[src/rtl/core/dqv_pkg.sv]
// ----------------------------------------------------------------------------
// dqv_pkg
// Types, constants and helper functions shared by the query validator modules.
// ----------------------------------------------------------------------------
package dqv_pkg;

  localparam int unsigned HDR_BYTES = 12;
  localparam int unsigned MIN_BYTES = 17;
  localparam logic [7:0]  MAX_LABEL = 8'd63;
  localparam logic [11:0] NAME_MAX  = 12'hFFF;

  localparam int unsigned QDEPTH = 2;
  localparam int unsigned QPTR_W = 1;

  localparam logic [7:0] CH_STAR  = 8'h2A;
  localparam logic [7:0] CH_DASH  = 8'h2D;
  localparam logic [7:0] CH_UNDER = 8'h5F;
  localparam logic [7:0] CH_ZERO  = 8'h30;
  localparam logic [7:0] CH_NINE  = 8'h39;
  localparam logic [7:0] CH_UA    = 8'h41;
  localparam logic [7:0] CH_UZ    = 8'h5A;
  localparam logic [7:0] CH_LA    = 8'h61;
  localparam logic [7:0] CH_LZ    = 8'h7A;

  localparam logic [15:0] T_A     = 16'd1;
  localparam logic [15:0] T_NS    = 16'd2;
  localparam logic [15:0] T_CNAME = 16'd5;
  localparam logic [15:0] T_SOA   = 16'd6;
  localparam logic [15:0] T_PTR   = 16'd12;
  localparam logic [15:0] T_MX    = 16'd15;
  localparam logic [15:0] T_TXT   = 16'd16;
  localparam logic [15:0] T_AAAA  = 16'd28;
  localparam logic [15:0] T_SRV   = 16'd33;

  typedef enum logic [1:0] {
    VERDICT_OK     = 2'd0,
    VERDICT_IGNORE = 2'd1,
    VERDICT_NOTIMP = 2'd2
  } verdict_t;

  typedef enum logic [2:0] {
    PH_LEN   = 3'b001,
    PH_LABEL = 3'b010,
    PH_DONE  = 3'b100
  } phase_t;

  typedef struct packed {
    logic        len_bad;
    logic        hdr_bad;
    logic        name_good;
    logic        tail_good;
    logic        rd;
    logic [15:0] tid;
    logic [15:0] arcount;
    logic [31:0] tc_bytes;
    logic [11:0] name_bytes;
  } rec_t;

  function automatic logic char_ok(input logic [7:0] c);
    logic ok;
    ok = (c == CH_STAR) || (c == CH_DASH) || (c == CH_UNDER) ||
         ((c >= CH_ZERO) && (c <= CH_NINE)) ||
         ((c >= CH_UA) && (c <= CH_UZ)) ||
         ((c >= CH_LA) && (c <= CH_LZ));
    return ok;
  endfunction

  function automatic logic type_supported(input logic [15:0] t);
    logic ok;
    ok = (t == T_A) || (t == T_NS) || (t == T_CNAME) || (t == T_SOA) ||
         (t == T_PTR) || (t == T_MX) || (t == T_TXT) || (t == T_AAAA) ||
         (t == T_SRV);
    return ok;
  endfunction

endpackage

[src/rtl/core/dqv_front.sv]
// ----------------------------------------------------------------------------
// dqv_front
// Byte parser: captures the header, walks the question name and the type and
// class bytes, and emits one summary record per packet on its final byte.
// ----------------------------------------------------------------------------
module dqv_front import dqv_pkg::*; #(
  parameter int unsigned MAX_PACKET_BYTES = 4096
) (
  input  logic       clk,
  input  logic       rst_n,
  input  logic       accept,
  input  logic [7:0] pkt_byte,
  input  logic       last,
  output logic       rec_valid,
  output rec_t       rec
);

  localparam int unsigned POS_W = $clog2(MAX_PACKET_BYTES + 2);
  localparam logic [POS_W-1:0] POS_MAX = POS_W'(MAX_PACKET_BYTES);
  localparam logic [POS_W-1:0] POS_LIM = POS_W'(MAX_PACKET_BYTES + 1);
  localparam logic [POS_W-1:0] POS_HDR = POS_W'(HDR_BYTES);
  localparam logic [POS_W-1:0] POS_MIN = POS_W'(MIN_BYTES);

  logic [POS_W-1:0] pos_r, pos_nxt;
  logic [15:0]      hw0_r, hw1_r, hw2_r, hw3_r, hw4_r, hw5_r;
  logic [15:0]      hw0_nxt, hw1_nxt, hw2_nxt, hw3_nxt, hw4_nxt, hw5_nxt;
  logic [5:0]       rem_r, rem_nxt, rem_dec;
  phase_t           phase_r, phase_nxt;
  logic [11:0]      nbytes_r, nbytes_nxt;
  logic             bad_r, bad_nxt;
  logic [31:0]      tc_r, tc_nxt;
  logic [2:0]       tail_r, tail_nxt;

  always_comb begin
    pos_nxt    = pos_r;
    hw0_nxt    = hw0_r;
    hw1_nxt    = hw1_r;
    hw2_nxt    = hw2_r;
    hw3_nxt    = hw3_r;
    hw4_nxt    = hw4_r;
    hw5_nxt    = hw5_r;
    rem_nxt    = rem_r;
    phase_nxt  = phase_r;
    nbytes_nxt = nbytes_r;
    bad_nxt    = bad_r;
    tc_nxt     = tc_r;
    tail_nxt   = tail_r;
    rem_dec    = (rem_r != 6'd0) ? rem_r - 6'd1 : 6'd0;
    if (accept && (pos_r < POS_MAX)) begin
      if (pos_r < POS_HDR) begin
        case (pos_r[3:1])
          3'd0: hw0_nxt = {hw0_r[7:0], pkt_byte};
          3'd1: hw1_nxt = {hw1_r[7:0], pkt_byte};
          3'd2: hw2_nxt = {hw2_r[7:0], pkt_byte};
          3'd3: hw3_nxt = {hw3_r[7:0], pkt_byte};
          3'd4: hw4_nxt = {hw4_r[7:0], pkt_byte};
          3'd5: hw5_nxt = {hw5_r[7:0], pkt_byte};
          default: hw0_nxt = hw0_r;
        endcase
      end else if (!bad_r) begin
        case (phase_r)
          PH_LEN: begin
            if (nbytes_r == NAME_MAX) bad_nxt = 1'b1;
            else nbytes_nxt = nbytes_r + 12'd1;
            if (pkt_byte == 8'd0) begin
              phase_nxt = PH_DONE;
            end else if (pkt_byte > MAX_LABEL) begin
              bad_nxt = 1'b1;
            end else begin
              rem_nxt   = pkt_byte[5:0];
              phase_nxt = PH_LABEL;
            end
          end
          PH_LABEL: begin
            if (nbytes_r == NAME_MAX) bad_nxt = 1'b1;
            else nbytes_nxt = nbytes_r + 12'd1;
            if (!char_ok(pkt_byte)) bad_nxt = 1'b1;
            rem_nxt = rem_dec;
            if (rem_dec == 6'd0) phase_nxt = PH_LEN;
          end
          PH_DONE: begin
            if (tail_r < 3'd4) begin
              tc_nxt   = {tc_r[23:0], pkt_byte};
              tail_nxt = tail_r + 3'd1;
            end
          end
          default: phase_nxt = PH_LEN;
        endcase
      end
    end
    if (accept && (pos_r < POS_LIM)) pos_nxt = pos_r + POS_W'(1);
  end

  always_comb begin
    rec_valid      = accept && last;
    rec.len_bad    = (pos_nxt < POS_MIN) || (pos_nxt > POS_MAX);
    rec.hdr_bad    = (hw2_nxt != 16'd1) || (hw3_nxt != 16'd0) || (hw4_nxt != 16'd0) ||
                     hw1_nxt[15] || hw1_nxt[9];
    rec.name_good  = !bad_nxt && (phase_nxt == PH_DONE);
    rec.tail_good  = !bad_nxt && (phase_nxt == PH_DONE) && (tail_nxt == 3'd4);
    rec.rd         = hw1_nxt[8];
    rec.tid        = hw0_nxt;
    rec.arcount    = hw5_nxt;
    rec.tc_bytes   = tc_nxt;
    rec.name_bytes = nbytes_nxt;
  end

  always_ff @(posedge clk) begin
    if (!rst_n || (accept && last)) begin
      pos_r    <= '0;
      hw0_r    <= '0;
      hw1_r    <= '0;
      hw2_r    <= '0;
      hw3_r    <= '0;
      hw4_r    <= '0;
      hw5_r    <= '0;
      rem_r    <= '0;
      phase_r  <= PH_LEN;
      nbytes_r <= '0;
      bad_r    <= 1'b0;
      tc_r     <= '0;
      tail_r   <= '0;
    end else begin
      pos_r    <= pos_nxt;
      hw0_r    <= hw0_nxt;
      hw1_r    <= hw1_nxt;
      hw2_r    <= hw2_nxt;
      hw3_r    <= hw3_nxt;
      hw4_r    <= hw4_nxt;
      hw5_r    <= hw5_nxt;
      rem_r    <= rem_nxt;
      phase_r  <= phase_nxt;
      nbytes_r <= nbytes_nxt;
      bad_r    <= bad_nxt;
      tc_r     <= tc_nxt;
      tail_r   <= tail_nxt;
    end
  end

endmodule

[src/rtl/core/dqv_fifo.sv]
// ----------------------------------------------------------------------------
// dqv_fifo
// Two-entry queue of packet summary records between parser and verdict stage.
// ----------------------------------------------------------------------------
module dqv_fifo import dqv_pkg::*; (
  input  logic clk,
  input  logic rst_n,
  input  logic wr_en,
  input  rec_t wr_rec,
  input  logic rd_en,
  output logic full,
  output logic nonempty,
  output rec_t rd_rec
);

  rec_t                 mem_r [QDEPTH];
  logic [QPTR_W-1:0]    wr_ptr_r, rd_ptr_r;
  logic [QPTR_W:0]      cnt_r, cnt_nxt;
  logic                 do_wr, do_rd;

  assign full     = (cnt_r == (QPTR_W+1)'(QDEPTH));
  assign nonempty = (cnt_r != '0);
  assign rd_rec   = mem_r[rd_ptr_r];
  assign do_wr    = wr_en && !full;
  assign do_rd    = rd_en && nonempty;

  always_comb begin
    cnt_nxt = cnt_r;
    if (do_wr && !do_rd) cnt_nxt = cnt_r + (QPTR_W+1)'(1);
    else if (!do_wr && do_rd) cnt_nxt = cnt_r - (QPTR_W+1)'(1);
  end

  always_ff @(posedge clk) begin
    if (do_wr) mem_r[wr_ptr_r] <= wr_rec;
  end

  always_ff @(posedge clk) begin
    if (!rst_n) begin
      wr_ptr_r <= '0;
      rd_ptr_r <= '0;
      cnt_r    <= '0;
    end else begin
      if (do_wr) wr_ptr_r <= wr_ptr_r + QPTR_W'(1);
      if (do_rd) rd_ptr_r <= rd_ptr_r + QPTR_W'(1);
      cnt_r <= cnt_nxt;
    end
  end

endmodule

[src/rtl/core/dqv_back.sv]
// ----------------------------------------------------------------------------
// dqv_back
// Verdict stage: turns a summary record into the result fields and holds
// them in the output register until popped.
// ----------------------------------------------------------------------------
module dqv_back import dqv_pkg::*; (
  input  logic        clk,
  input  logic        rst_n,
  input  logic        rec_avail,
  input  rec_t        rec,
  output logic        rec_take,
  input  logic        pop,
  output logic        empty,
  output logic [1:0]  verdict,
  output logic [15:0] transaction_id,
  output logic        recursion_desired,
  output logic [15:0] query_type,
  output logic [15:0] query_class,
  output logic [11:0] name_length,
  output logic [15:0] additional_count,
  output logic [11:0] question_end
);

  logic        valid_r;
  verdict_t    verdict_r, verdict_nxt;
  logic [15:0] tid_r, qtype_r, qclass_r, arcount_r;
  logic [15:0] qtype_nxt, qclass_nxt;
  logic        rd_r;
  logic [11:0] nlen_r, qend_r, nlen_nxt, qend_nxt;
  logic [12:0] qend_sum;

  assign rec_take = rec_avail && (!valid_r || pop);
  assign empty    = !valid_r;

  always_comb begin
    qtype_nxt  = rec.tail_good ? rec.tc_bytes[31:16] : 16'd0;
    qclass_nxt = rec.tail_good ? rec.tc_bytes[15:0] : 16'd0;
    nlen_nxt   = rec.name_good ? rec.name_bytes : 12'd0;
    qend_sum   = {1'b0, nlen_nxt} + 13'(HDR_BYTES + 4);
    qend_nxt   = 12'd0;
    if (rec.tail_good) qend_nxt = qend_sum[12] ? NAME_MAX : qend_sum[11:0];
    if (rec.len_bad || rec.hdr_bad || !rec.tail_good) verdict_nxt = VERDICT_IGNORE;
    else if (!type_supported(qtype_nxt)) verdict_nxt = VERDICT_NOTIMP;
    else verdict_nxt = VERDICT_OK;
  end

  always_ff @(posedge clk) begin
    if (!rst_n) begin
      valid_r <= 1'b0;
    end else if (rec_take) begin
      valid_r <= 1'b1;
    end else if (pop) begin
      valid_r <= 1'b0;
    end
  end

  always_ff @(posedge clk) begin
    if (rec_take) begin
      verdict_r <= verdict_nxt;
      tid_r     <= rec.tid;
      rd_r      <= rec.rd;
      qtype_r   <= qtype_nxt;
      qclass_r  <= qclass_nxt;
      nlen_r    <= nlen_nxt;
      arcount_r <= rec.arcount;
      qend_r    <= qend_nxt;
    end
  end

  assign verdict           = verdict_r;
  assign transaction_id    = tid_r;
  assign recursion_desired = rd_r;
  assign query_type        = qtype_r;
  assign query_class       = qclass_r;
  assign name_length       = nlen_r;
  assign additional_count  = arcount_r;
  assign question_end      = qend_r;

endmodule

[src/rtl/core/dns_query_validator.sv]
// ----------------------------------------------------------------------------
// dns_query_validator
// DNS query header and question checker with queue-style ports.
// ----------------------------------------------------------------------------
// Packet bytes are taken one per cycle while full is low, with no gaps needed
// between packets. The record for a packet enters the parser-to-verdict record
// queue when its last byte is accepted, and it loads the output register once
// that register is empty or being popped. full rises only while the
// two-entry record queue is full, which happens when results are not popped
// for several packets.
// ----------------------------------------------------------------------------
module dns_query_validator import dqv_pkg::*; #(
  parameter int unsigned MAX_PACKET_BYTES = 4096
) (
  input  logic        clk,
  input  logic        rst_n,
  input  logic        push,
  output logic        full,
  input  logic [7:0]  in_packet_byte,
  input  logic        in_last_byte,
  output logic        empty,
  input  logic        pop,
  output logic [1:0]  out_verdict,
  output logic [15:0] out_transaction_id,
  output logic        out_recursion_desired,
  output logic [15:0] out_query_type,
  output logic [15:0] out_query_class,
  output logic [11:0] out_name_length,
  output logic [15:0] out_additional_count,
  output logic [11:0] out_question_end
);

  logic accept;
  logic front_valid;
  rec_t front_rec;
  logic q_full, q_nonempty, q_take;
  rec_t q_rec;

  assign full   = q_full;
  assign accept = push && !q_full;

  dqv_front #(
    .MAX_PACKET_BYTES(MAX_PACKET_BYTES)
  ) u_front (
    .clk      (clk),
    .rst_n    (rst_n),
    .accept   (accept),
    .pkt_byte (in_packet_byte),
    .last     (in_last_byte),
    .rec_valid(front_valid),
    .rec      (front_rec)
  );

  dqv_fifo u_fifo (
    .clk     (clk),
    .rst_n   (rst_n),
    .wr_en   (front_valid),
    .wr_rec  (front_rec),
    .rd_en   (q_take),
    .full    (q_full),
    .nonempty(q_nonempty),
    .rd_rec  (q_rec)
  );

  dqv_back u_back (
    .clk              (clk),
    .rst_n            (rst_n),
    .rec_avail        (q_nonempty),
    .rec              (q_rec),
    .rec_take         (q_take),
    .pop              (pop),
    .empty            (empty),
    .verdict          (out_verdict),
    .transaction_id   (out_transaction_id),
    .recursion_desired(out_recursion_desired),
    .query_type       (out_query_type),
    .query_class      (out_query_class),
    .name_length      (out_name_length),
    .additional_count (out_additional_count),
    .question_end     (out_question_end)
  );

endmodule

[config.mk]
export PLATFORM = sky130hd
export DESIGN_NAME = dns_query_validator
export DESIGN_NICKNAME = d
export VERILOG_FILES = /design/src/rtl/core/dqv_pkg.sv /design/src/rtl/core/dqv_front.sv /design/src/rtl/core/dqv_fifo.sv /design/src/rtl/core/dqv_back.sv /design/src/rtl/core/dns_query_validator.sv
export SDC_FILE = /design/constraint.sdc
export NUM_CORES = 1
export LEC_CHECK = 0
export BUFFER_PORTS_ARGS = -buffer_cell sky130_fd_sc_hd__buf_2
export CORE_AREA = 5 5 188 190
export CTS_CLUSTER_DIAMETER = 120
export DETAILED_ROUTE_END_ITERATION = 7
export DIE_AREA = 0 0 193 195
export PLACE_DENSITY = 0.7
export SYNTH_ARGS = -nofsm -noshare
export SYNTH_HDL_FRONTEND = slang
export SYNTH_SLANG_ARGS = --single-unit
[constraint.sdc]
create_clock -name clk -period 6.4 [get_ports clk]
set_input_delay 1.28 -clock clk [delete_from_list [all_inputs] [get_ports clk]]
set_output_delay 1.28 -clock clk [all_outputs]
set_load 0.005 [all_outputs]
# After elaboration in Yosys (flattened, before gate mapping)
# Memory sizes are Yosys's and may differ from the RTL's. A register that Yosys moved wholly into a read port is not among the register bits.
# Cells that the tools add are included.
# classes
magnitude_cmp	13
n_bitwise	2
mux	65
n_div	0
n_shift	0
n_eq_ne	27
n_mul	0
reduce_logical	56
addsub	9
# ops
op	count
16-bit two-way mux	19
32-bit two-way mux	5
12-bit two-way mux	7
3-bit two-way mux	11
16-bit by 3-bit equality test with 1-bit output, second input constant	2
16-bit by 4-bit equality test with 1-bit output, second input constant	2
16-bit by 5-bit equality test with 1-bit output, second input constant	2
16-bit nonzero test	2
13-bit less-than comparator, second input constant	2
1-bit logical OR	22
6-bit two-way mux	3
16-bit by 1-bit equality test with 1-bit output, second input constant	1
16-bit by 2-bit equality test with 1-bit output, second input constant	1
16-bit by 6-bit equality test with 1-bit output, second input constant	1
8-bit by 6-bit equality test with 1-bit output, second input constant	2
8-bit by 7-bit greater-or-equal comparator with 1-bit output, second input constant	2
8-bit by 7-bit less-or-equal comparator with 1-bit output, second input constant	2
16-bit by 1-bit inequality test with 1-bit output, second input constant	1
3-bit equality test, second input constant	5
1-bit logical AND	14
12-bit by 5-bit adder with 13-bit output, second input constant	1
13-bit by 1-bit adder with 13-bit output, second input constant	1
13-bit > comparator, second input constant	1
13-bit by 4-bit less-than comparator with 1-bit output, second input constant	1
other kinds (33)	62
# totals
mem_bits_ro	0
mem_bits_rw	162
word_cells	199
latch_bits	0
ff_bits	262
out_inout_bits	93
inputBits	13
n_memories	1
# memory_table
name	words	width	rd	rd_ports_with_merged_regs	wr	line_no	rtl
u_fifo.mem_r	2	81	1	1	1	dqv_fifo.sv:16	rec_t mem_r [QDEPTH];

# Depth between registers and ports, before layout
# logic_depth
word_depth	14
depth_mapped	13
mapped_depth_nobuf	8

# Cells and area by module
# From an unflattened synthesis, not the netlist that was laid out.
# unflattened
cells_unflattened	1269
hier_area_um2	16628.4
# modules_own_cells
module	n_inst	seq_area_each_um2	area_each_um2	cells_each
dqv_front	1	3123.0	7125.6	790
dqv_fifo	1	4964.8	6108.4	277
dqv_back	1	2752.6	3380.7	201
dns_query_validator	1	0.0	13.8	1

# Worst setup path after synthesis
# Ideal clock, no wire load.
# synth_path
path_kind	input to register
start	input pop
end	register u_fifo.cnt_r[1]
setup_time_ns	0.076
required_time_ns	6.324
path_buffers	0
setup_slack_ns	-0.014
path_stages	6
arrival_time_ns	6.339
cell_sequence	nor2_1 -> nor2_1 -> inv_1 -> ha_1 -> or3_1 -> a21boi_0
# synth_between
elab_chain_cells	6
word_cells_on_any_way	8
classes_between	mux (1); reduce/logical (7)
# synth_rtl
item	line_no	rtl
from (decl)	dns_query_validator.sv:22	input logic pop,
1-bit logical OR (*)	dqv_back.sv:32	assign rec_take = rec_avail && (!valid_r || pop);
1-bit logical AND (*)	dqv_back.sv:32	
named net q_take	dns_query_validator.sv:36	logic q_full, q_nonempty, q_take;
1-bit logical AND (*)	dqv_fifo.sv:25	assign do_rd = rd_en && nonempty;
1-bit zero test	dqv_fifo.sv:29	if (do_wr && !do_rd) cnt_nxt = cnt_r + (QPTR_W+1)'(1);
1-bit logical AND	dqv_fifo.sv:29	
2-bit two-way mux / 2-bit nonzero test (equally long branches)	-	
to (signal assigned)	dqv_fifo.sv:45	cnt_r <= cnt_nxt;
to (decl)	dqv_fifo.sv:18	logic [QPTR_W:0] cnt_r, cnt_nxt;
# The timed path passes the listed nets; every way through them passes the cells marked *.
# A chain may end at the register's enable or synchronous reset.

==> run summary <==
Number of instances in the synthesized netlist - 1238
Total routed wire length on the met1 layer - 14.06 mm
RD Place Congestion - 0.8726
Ys Warns - 0
Cell type group with the largest total delay on the critical path - simple AND/OR/NAND/NOR gates
Max-cap check violation count - 0
Total length of routed met3 wires - 1.446 mm
Highest Clock Rate - 269.6 MHz
Detailed route wirelength on metal2 - 14.87 mm
Gr ovfl total - 0
Required time at the worst-slack endpoint - 6.64 ns
Post-Synth Simple-Gate Area - 0.1310
Total power divided by cell area - 364.6 nW/µm²
Distinct cells, synth - 63
Final Hold Violating Endpoints - 0
Number of search-and-repair iterations in the first detailed-routing pass - 5
Cells taking the most area after synthesis - edfxtp_1 46%, dfxtp_1 20%, mux2_2 5.2%
Clk_skew - 0.01325 ns
Number of pins exceeding their max-slew limit in the final report - 0
Aggregate global-route resource usage - 0.1637
Clock root buffer master - clkbuf_16
Number of inserted diodes - 0
Number of levels the H-tree was split into - 2
Count of nets after finishing - 1352
Final Critical Period - 3.709 ns
Die Ht - 195 µm
Die outline width - 193 µm
Clk slew on worst S/H paths - 0.06 ns
Measured slew at the worst slew-check pin - 1.174 ns
Mapped Area - 16420 µm²
DRC violation count after routing - 0
Slowest stage cell on the critical path - or4_1
Global-route wire length before repair - 50.20 mm
Register bit count reported by yosys - 415
Share of layout cells above drive strength 1 - 0.2192
Post-cts sizing count - 0
Vias per Instance - 5.347
Share of the synthesized area in the top cell type - 0.4626
Worst slew margin relative to its limit - 0.2154
Mean Syn Cell Area - 13.27 µm²
Maximum number of pins on one net before global-route repair - 86
Top flip-flop cell by instance count after synthesis - edfxtp_1
Mux cell area share after synthesis - 0.1225
First-iteration detailed-routing DRC count - 656
Area inside the core boundary - 33280 µm²
Post CTS Setup Buffer Count - 0
I/O Buffers - 105
Hold-fix buffers, CTS - 0
Run status - complete, no violations
Uppermost routed layer - met4
Vias - 9688
Critical path peak fanout - 20
Pre-CTS setup slack - 2.247 ns
Pleak - 7.042 nW
Wire length per cell - 17.25 µm
Final instance count without filler cells - 1812
Total power - 6.808 mW
Smallest setup slack after layout - 2.691 ns
Wire length reported by the detailed router - 31.27 mm
Sinks on Clock Net - 415
Maximum count of clock buffers along a single path - 3
Post-synthesis share of cell area spent on xor and xnor gates - 0.01120
Setup TNS - 0 ns
Register-to-register path setup slack - 3.00 ns
Worst IR Drop VDD - 209.3 µV
Dominant cell type by area after synthesis - edfxtp_1
Synth Net Count - 1257
Worst-Skew Late Latency - 0.53 ns
Hold Path Class - register to register
Fin Hold WS - 0.4644 ns
Count of flip-flops with a built-in enable after synthesis - 253
Number of nets with antenna violations after detailed routing - 0
Post-synthesis share of cell area spent on full adders, half adders and majority gates - 0.004571
RSZ-0062 raised after global routing - false
Async set-reset flop share out of synthesis - 0
Main combinational cell family by area after synthesis - simple AND/OR/NAND/NOR gates
Crit path launch type - input pin
Via count of the first global-routing pass - 9546
Antenna violations before repair - 0
DP Cell Count - 1739
Final period util - 0.5796
Final setup vio count - 0
Number of I/O pins - 106
Core Rows - 67
Area of the die - 37640 µm²
Clock tree from TritonCTS - yes
Fraction of the mapped netlist area in compound gates - 0.04944
Critical path capture point type - register
Data arrival time at the worst-slack endpoint - 3.95 ns
Crit path largest cell delay - 1.05 ns
Initial core utilization - 0.4935
Number of buffer and inverter instances along the worst setup path - 1
Relative area change from synthesis to final layout - 13.68%
Cell-by-cell trace of the critical path - buf_2 > nor2b_1 > nand2_1 > or4_1 > or3_1 > a21oi_1 > o2111ai_1
DP Wirelength - 19.59 mm
Register area share after synthesis - 0.6600
Number of clock buffers inserted by TritonCTS - 40
Type of the setup path with the least slack - input pin to register
-- power by group --
part / switching (mW) / total [mW] / internal (mW)
sequential: 0.110 / 3.38 / 3.27
clock: 0.954 / 2.34 / 1.39
combinational: 0.665 / 1.09 / 0.420
-- final cells by class --
class                      instances  area (µm²)
clock buffer                      55        1117
clock inverter                    18       206.4
fill                            2729       14610
inverter                          18       70.07
multi-input combinational        742        5265
sequential                       415       10840
tap                              448       560.5
timing repair buffer             116       608.1
-- synth_stat cells, types with 10 or more instances --
master    instances
a21oi_1          46
edfxtp_1        253
inv_1            17
and2_1           10
nor2b_1          86
mux2_2           76
o21ai_0          39
nand2_1          48
or3_1            15
nor4_1           16
nand3_1          24
xor2_1           10
nand2b_1         14
mux2_4           27
nor2_1          111
dfxtp_1         162
buf_2            14
nand4_1          14
mux2i_1          75
clkbuf_1         41
nor3_1           24
xnor2_1          11
-- state kept, by name, indices dropped and copies added, names as in the netlist, 3 cells and up, named ones only --
register	count
u_back.additional_count	16
u_back.name_length	12
u_back.query_class	16
u_back.query_type	16
u_back.question_end	12
u_back.transaction_id	16
u_fifo.mem_r	162
u_front.hw0_r	16
u_front.hw1_r	6
u_front.hw2_r	16
u_front.hw3_r	16
u_front.hw4_r	16
u_front.hw5_r	16
u_front.nbytes_r	12
u_front.phase_r	3
u_front.pos_r	13
u_front.rem_r	6
u_front.tail_r	3
u_front.tc_r	32
-- final timing paths --
kind	startpoint	endpoint	depth (start not counted)
max	push	u_fifo.mem_r[1][79]$_DFFE_PP_	7
min	u_front.hw4_r[0]$_SDFF_PP0_	u_front.hw4_r[8]$_SDFF_PP0_	2
max reg2reg	u_front.pos_r[4]$_SDFF_PP0_	u_fifo.mem_r[1][79]$_DFFE_PP_	6
min reg2reg	u_front.hw4_r[0]$_SDFF_PP0_	u_front.hw4_r[8]$_SDFF_PP0_	2
-- stage by stage --
stage,area (µm²),utilization
final,18670,0.5610
after detailed placement,17350,0.5213
after global placement,17350,0.5213
after CTS,18670,0.5610
after global routing,18670,0.5610
after floorplan,16430,-
-- cells in the final DEF, fill, tap and decap left out, types with 9 or more instances in the layout --
cell and n:
edfxtp_1 253, dfxtp_1 161, nor2_1 108, buf_2 105, nor2b_1 86, mux2_2 76
mux2i_1 75, nand2_1 47, a21oi_1 46, clkbuf_16 40, o21ai_0 39, mux2_4 27
nand3_1 24, nor3_1 24, inv_1 17, nor4_1 16, nand2b_1 14, nand4_1 14
or3_1 14, xnor2_1 11, buf_4 11, and2_1 10, xor2_1 10, clkbuf_1 9
-- worst reg2reg max path: stages (launching register included) --
cell	delay, ns
dfxtp_1	0.37
nor3_1	0.61
nand3_1	0.29
or4_1	1.00
or3_1	0.52
a21oi_1	0.17
o2111ai_1	0.17
-- per-layer routing --
| layer | global-route usage | up-vias |
|---|---|---|
| met4 | 0.05062 | 0 |
| met3 | 0.02750 | 71 |
| met5 | 0 | - |
| met1 | 0.2242 | 4683 |
| met2 | 0.2686 | 206 |
| li1 | - | 4728 |
-- cells by family (layout without fill, tap and decap cells) --
| group | after synthesis | after routing |
|---|---|---|
| DFF | 415 | 415 |
| and+or+nand+nor | 404 | 404 |
| muxes | 178 | 178 |
| AOI/OAI and AO/OA | 133 | 133 |
| buffers and inverters | 81 | 207 |
| xor gates and xnor gates | 21 | 21 |
| adders and majority gates | 6 | 6 |
Power figures use the tool's default switching activity.
